[src/hw/rtl/rpac_pkg.sv]
// Shared constants, widths and types for the point rotation block.
// Holds the CORDIC arctangent table. No dependencies.
`timescale 1ns / 1ps

package rpac_pkg;

  localparam int CORDIC_STAGES = 16;
  localparam int COORD_BITS    = 32;

  // Only 32 table entries exist; deeper chains are not built.
  localparam int N_CELLS = (CORDIC_STAGES > 32) ? 32 : CORDIC_STAGES;

  localparam int STAGE_W = 5;               // index into the 32-entry table
  localparam int XY_W    = 34;              // Q2.30 with headroom
  localparam int Z_W     = 34;              // units of 2^-32 turn
  localparam int TRIG_W  = 30;              // Q2.28 cos/sin, |v| <= 2^28
  localparam int D_W     = COORD_BITS + 1;  // point minus center
  localparam int PROD_W  = D_W + TRIG_W;
  localparam int SUM_W   = PROD_W + 1;
  localparam int DOT_W   = SUM_W - 28;
  localparam int TOT_W   = DOT_W + 1;
  localparam int ANGLE_W = 16;

  localparam int IN_DATA_W  = ((4 * COORD_BITS + ANGLE_W + 7) / 8) * 8;
  localparam int OUT_DATA_W = ((2 * COORD_BITS + 7) / 8) * 8;

  localparam logic signed [XY_W-1:0] GAIN_Q30 = XY_W'(652032874);
  localparam logic signed [XY_W-1:0] TRIG_RND = XY_W'(2);
  localparam logic signed [31:0]     TRIG_ONE = 32'sd268435456;
  localparam logic signed [SUM_W-1:0] DOT_RND = SUM_W'(134217728);

  // One item inside the rotation chain.
  typedef struct packed {
    logic signed [XY_W-1:0]       x;
    logic signed [XY_W-1:0]       y;
    logic signed [Z_W-1:0]        z;
    logic                         flip;
    logic signed [D_W-1:0]        dx;
    logic signed [D_W-1:0]        dy;
    logic signed [COORD_BITS-1:0] cx;
    logic signed [COORD_BITS-1:0] cy;
  } cord_t;

  // atan(2^-i) in units of 2^-32 turn, rounded to nearest.
  function automatic logic signed [Z_W-1:0] atan_turn(input logic [STAGE_W-1:0] idx);
    logic signed [Z_W-1:0] v;
    unique case (idx)
      5'd0:  v = Z_W'(536870912);
      5'd1:  v = Z_W'(316933406);
      5'd2:  v = Z_W'(167458907);
      5'd3:  v = Z_W'(85004756);
      5'd4:  v = Z_W'(42667331);
      5'd5:  v = Z_W'(21354465);
      5'd6:  v = Z_W'(10679838);
      5'd7:  v = Z_W'(5340245);
      5'd8:  v = Z_W'(2670163);
      5'd9:  v = Z_W'(1335087);
      5'd10: v = Z_W'(667544);
      5'd11: v = Z_W'(333772);
      5'd12: v = Z_W'(166886);
      5'd13: v = Z_W'(83443);
      5'd14: v = Z_W'(41722);
      5'd15: v = Z_W'(20861);
      5'd16: v = Z_W'(10430);
      5'd17: v = Z_W'(5215);
      5'd18: v = Z_W'(2608);
      5'd19: v = Z_W'(1304);
      5'd20: v = Z_W'(652);
      5'd21: v = Z_W'(326);
      5'd22: v = Z_W'(163);
      5'd23: v = Z_W'(81);
      5'd24: v = Z_W'(41);
      5'd25: v = Z_W'(20);
      5'd26: v = Z_W'(10);
      5'd27: v = Z_W'(5);
      5'd28: v = Z_W'(3);
      5'd29: v = Z_W'(1);
      5'd30: v = Z_W'(1);
      default: v = '0;
    endcase
    return v;
  endfunction

endpackage

[src/hw/rtl/rpac_cell.sv]
// One CORDIC rotation step with its own register stage and handshake.
// Depends on rpac_pkg.
`timescale 1ns / 1ps

module rpac_cell
  import rpac_pkg::*;
(
  input  logic               clk,
  input  logic               rst,
  input  logic [STAGE_W-1:0] stage,     // tied to a constant per cell
  input  logic               in_valid,
  output logic               in_ready,
  input  cord_t              in_data,
  output logic               out_valid,
  input  logic               out_ready,
  output cord_t              out_data
);

  cord_t                 step;
  logic signed [XY_W-1:0] xs;
  logic signed [XY_W-1:0] ys;
  logic signed [Z_W-1:0]  ang;

  assign in_ready = !out_valid || out_ready;

  always_comb begin
    xs   = in_data.x >>> stage;
    ys   = in_data.y >>> stage;
    ang  = atan_turn(stage);
    step = in_data;
    if (!in_data.z[Z_W-1]) begin
      step.x = in_data.x - ys;
      step.y = in_data.y + xs;
      step.z = in_data.z - ang;
    end else begin
      step.x = in_data.x + ys;
      step.y = in_data.y - xs;
      step.z = in_data.z + ang;
    end
  end

  always_ff @(posedge clk) begin
    if (rst) begin
      out_valid <= 1'b0;
    end else if (in_ready) begin
      out_valid <= in_valid;
    end
  end

  always_ff @(posedge clk) begin
    if (in_ready && in_valid) begin
      out_data <= step;
    end
  end

endmodule

[config.mk]
export PLATFORM = sky130hd
export DESIGN_NAME = rpac_cell
export DESIGN_NICKNAME = d
export VERILOG_FILES = /design/src/hw/rtl/rpac_pkg.sv /design/src/hw/rtl/rpac_cell.sv
export SDC_FILE = /design/constraint.sdc
export NUM_CORES = 1
export LEC_CHECK = 0
export BUFFER_PORTS_ARGS = -buffer_cell sky130_fd_sc_hd__buf_2
export CAP_MARGIN = 20
export CELL_PAD_IN_SITES_DETAIL_PLACEMENT = 0
export CELL_PAD_IN_SITES_GLOBAL_PLACEMENT = 1
export CORE_MARGIN = 5
export CORE_UTILIZATION = 43
export DETAILED_ROUTE_END_ITERATION = 7
export PLACE_DENSITY = 0.87
export SLEW_MARGIN = 0
export SYNTH_ARGS = -nofsm -noshare
export SYNTH_HDL_FRONTEND = slang
export SYNTH_SLANG_ARGS = --single-unit
[constraint.sdc]
create_clock -name clk -period 7.4 [get_ports clk]
set_input_delay 0.74 -clock clk [delete_from_list [all_inputs] [get_ports clk]]
set_output_delay 0.74 -clock clk [all_outputs]
set_load 0.05 [all_outputs]
==> impl_metrics.py <==
metrics = {
    "routing": {
        "routed_wl_mm": 73.7,
        "ant_nets": 0,
        "vias": 18200,
        "routedWlPerCell_um": 24.6,
        "drcViolationCount": 0,
        "drt_iter0_drc": 1851,
        "dr.pass1.iters": 6,
        "via_per_inst": 6.07,
    },
    "placed_design": {
        "numPortBuffers": 476,
        "dpl.hpwl_mm": 58.4,
        "placed_area_mm2": 0.0230,
        "place_congestion": 0.987,
        "post-place-ws_ps": 367,
    },
    "sta": {
        "finalSetupViolCount": 0,
        "clock_skew_ps": 31.0,
        "fmax_ghz": 0.151,
        "period_share_pct": 89.3,
        "tightest_slew_ps": 975,
        "final.min_clock_period_ps": 6610,
        "final-max-slew-violation-count": 0,
        "maxSlewHeadroom_pct": 35.0,
        "layout_setup_ws_ps": 794,
        "tns_ps": 0,
        "hold_violations": 0,
        "rsz0062_at_grt": "no",
        "worst_hold_slack_ps": 322,
    },
    "clock_network": {
        "clk_pin_slew_ps": 60,
        "h-tree-depth": 1,
        "clockBufferDepth": 3,
        "cts_made_buffers": 26,
        "clock_latency_ps": 560,
        "cts_tree": "done",
        "post_cts_buffers": 0,
        "cts.repair.resized": 0,
        "cts_sinks": 234,
        "postCtsHoldBufs": 0,
        "cts_root_buffer": "clkbuf_16",
    },
    "synthesis": {
        "syn_area_per_cell_um2": 10.5,
        "synth_seq_cells": 234,
        "synth_top_family_by_area": "compound AO/OA/AOI/OAI gates",
        "synth-xor-area-share_pct": 7.63,
        "yosysSeqAreaShare_pct": 35.6,
        "synthMuxAreaShare_pct": 15.9,
        "synthCells": 1887,
        "yosys_most_used_dff": "edfxtp_1",
        "ys_warn_count": 0,
        "synth_fa_ha_area_share_pct": 7.33,
        "ys_top_cells_by_area": "edfxtp_1 (35%), mux4_2 (7.6%), ha_1 (7.0%)",
        "synth_compound_area_share_pct": 17.3,
        "synth_area_mm2": 0.0197,
        "synth_async_sr_flop_share_pct": 0,
        "synth_simple_gate_area_share_pct": 12.4,
        "synth_nets": 2242,
        "synth_edf_count": 233,
        "synth_area_leader_cell": "edfxtp_1",
        "synth_top_area_share_pct": 35.5,
        "yosysUniqueCellTypes": 94,
    },
    "pwr": {
        "switching_power_mw": 2.29,
        "p_int_mw": 3.30,
        "p_seq_share_pct": 31.4,
        "power_frac_comb_pct": 46.0,
        "irDropWorstVdd_mv": 0.205,
        "leakage_nw": 10.1,
        "pwr-share-clk_pct": 22.5,
        "p_per_area_mw_per_mm2": 235,
        "swShare_pct": 41.0,
    },
    "floorplanning": {
        "ios": 477,
        "coreArea_mm2": 0.0454,
        "die_area_mm2": 0.0503,
        "start_util_pct": 43.5,
        "die_y_um": 224,
        "rows": 78,
        "die_w_um": 224,
    },
    "final_layout": {
        "area.sequential_mm2": 0.00702,
        "nFillCells": 4053,
        "drive_gt1_share_pct": 30.3,
        "multi_input_area_mm2": 0.0120,
        "fin_nets": 2729,
        "area_growth_pct": 20.7,
        "design_area_mm2": 0.0238,
    },
    "critical_path": {
        "crit_path_end_kind": "register",
        "path_class": "in -> reg",
        "worstPathArrival_ps": 6920,
        "crit_fanout": 60,
        "critPathLaunchType": "primary input",
        "worstPathRequired_ps": 7710,
        "ff2ff_path_depth": 3,
    },
    "global_route": {
        "overflow": 0,
        "grt_use_met3_pct": 6.50,
        "grtUsageTotal_pct": 27.8,
        "antenna_found_initial": 16,
        "grt_max_degree": 162,
        "grt_pass1_wl_mm": 110,
        "met2_usage_pct": 45.0,
        "grt_pass1_vias": 17800,
        "top_usage_layer": "met2",
        "globalRouteMet1Util_pct": 36.5,
    },
    "min_path": {
        "hold_path.class": "in -> reg",
        "hold_depth": 2,
    },
    "flow_run": {
        "maxCapViolCount": 0,
    },
    "outcome": {
        "run_status": "finished clean",
    },
}
-- flip-flops by register name, indices dropped and copies added, names as in the netlist --
name       count
out_data     233
out_valid      1
-- synthesized netlist by cell type, drive strengths merged (5+ instances only) --
master / n
nand3: 25
and3: 16
nor2b: 21
nor2: 139
o31ai: 5
a31oi: 41
buf: 57
o211ai: 11
nor3: 37
o21a: 20
a22oi: 13
mux2: 28
mux2i: 70
ha: 110
o22ai: 27
xor2: 65
mux4: 90
a221oi: 11
and2: 24
o311ai: 6
a211oi: 26
inv: 53
a21o: 53
and4: 7
a21oi: 154
o21ai: 88
o21bai: 13
or2: 9
nand4: 14
a21boi: 14
nor4: 6
nand2: 140
nand2b: 28
clkbuf: 43
edfxtp: 233
xnor2: 107
-- layout make-up --
type	instances	area share [%]
Inverter	53	0.835
Timing Repair Buffer	559	12.8
Clock buffer	29	2.78
Sequential cell	234	29.5
Multi-Input combinational cell	1500	50.2
Tap cell	600	3.15
Antenna cell	8	0.0841
Clock inverter	17	0.683
-- per-stage QoR --
step           power (mW)  utilization, %  instances
2_1_floorplan        3.65               -       1887
3_3_place_gp         4.29            50.6       2946
3_5_place_dp         4.32            50.6       2946
4_1_cts              5.61            52.4       2992
5_1_grt              5.88            52.5       2997
6_report             5.59            52.5       3000
-- cells by family (layout without fill, tap and decap cells) --
kind of cell / Yosys count / count (layout)
other cells: 0 / 8
mux: 188 / 188
fa+ha+maj: 114 / 114
flops: 234 / 234
compound gates: 531 / 531
simple gates: 495 / 495
xor+xnor: 172 / 172
buf+inv: 153 / 658
-- worst paths after layout --
kind	start	end	slack (ps)
setup / recovery	stage[0]	out_data[232]$_DFFE_PP_	790
hold / removal	rst	out_valid$_SDFFE_PP0N_	320
hold reg to reg	out_valid$_SDFFE_PP0N_	out_valid$_SDFFE_PP0N_	520
setup reg to reg	out_valid$_SDFFE_PP0N_	out_data[156]$_DFFE_PP_	5450
-- cells in the final DEF (no fill, tap or decap), drive strengths merged, types with 7 or more instances in the layout --
cell / synthesis / layout
nor3: 37 / 37
nand2: 140 / 140
a21oi: 154 / 154
inv: 53 / 55
o211ai: 11 / 11
a31oi: 41 / 41
o22ai: 27 / 27
and3: 16 / 16
ha: 110 / 110
o21bai: 13 / 13
edfxtp: 233 / 233
a22oi: 13 / 13
and2: 24 / 24
and4: 7 / 7
clkinv: 0 / 8
nor2: 139 / 139
diode: 0 / 8
xnor2: 107 / 107
nor2b: 21 / 21
a21o: 53 / 53
nand2b: 28 / 28
o21ai: 88 / 88
buf: 57 / 559
a21boi: 14 / 14
mux4: 90 / 90
nand3: 25 / 25
o21a: 20 / 20
mux2i: 70 / 70
mux2: 28 / 28
a221oi: 11 / 11
a211oi: 26 / 26
xor2: 65 / 65
nand4: 14 / 14
clkbuf: 43 / 29
or2: 9 / 9
-- per-layer routing --
metal,share of wire (%),vias up
met1,40,8808
li1,-,8249
met5,0.15,-
met3,9.7,174
met2,46,970
met4,4.3,16
-- power by group through the flow --
stage	clock [mW]	sequential, mW	combinational, mW
after floorplan	0	2.41	1.24
after global placement	0	1.78	2.51
after detailed placement	0	1.78	2.53
after CTS	1.30	1.76	2.55
after global routing	1.36	1.77	2.74
final	1.26	1.76	2.57
-- worst max-delay path, cell delays in order --
cell and delay, ps:
buf_6 480, buf_12 330, mux4_2 620, a21boi_0 290, o22ai_1 130, a221oi_1 380
buf_4 220, nand4b_1 160, nor3_1 500, a21oi_1 160, xor2_1 170, ha_1 290
a21oi_1 280, o21bai_1 120, a221oi_1 380, a21oi_1 120, a311oi_1 310, buf_4 200
o21ai_0 140, a311oi_1 410, o21a_1 210, o21ai_0 110, xnor2_1 130
No activity file was read; power rests on OpenSTA's default activity.
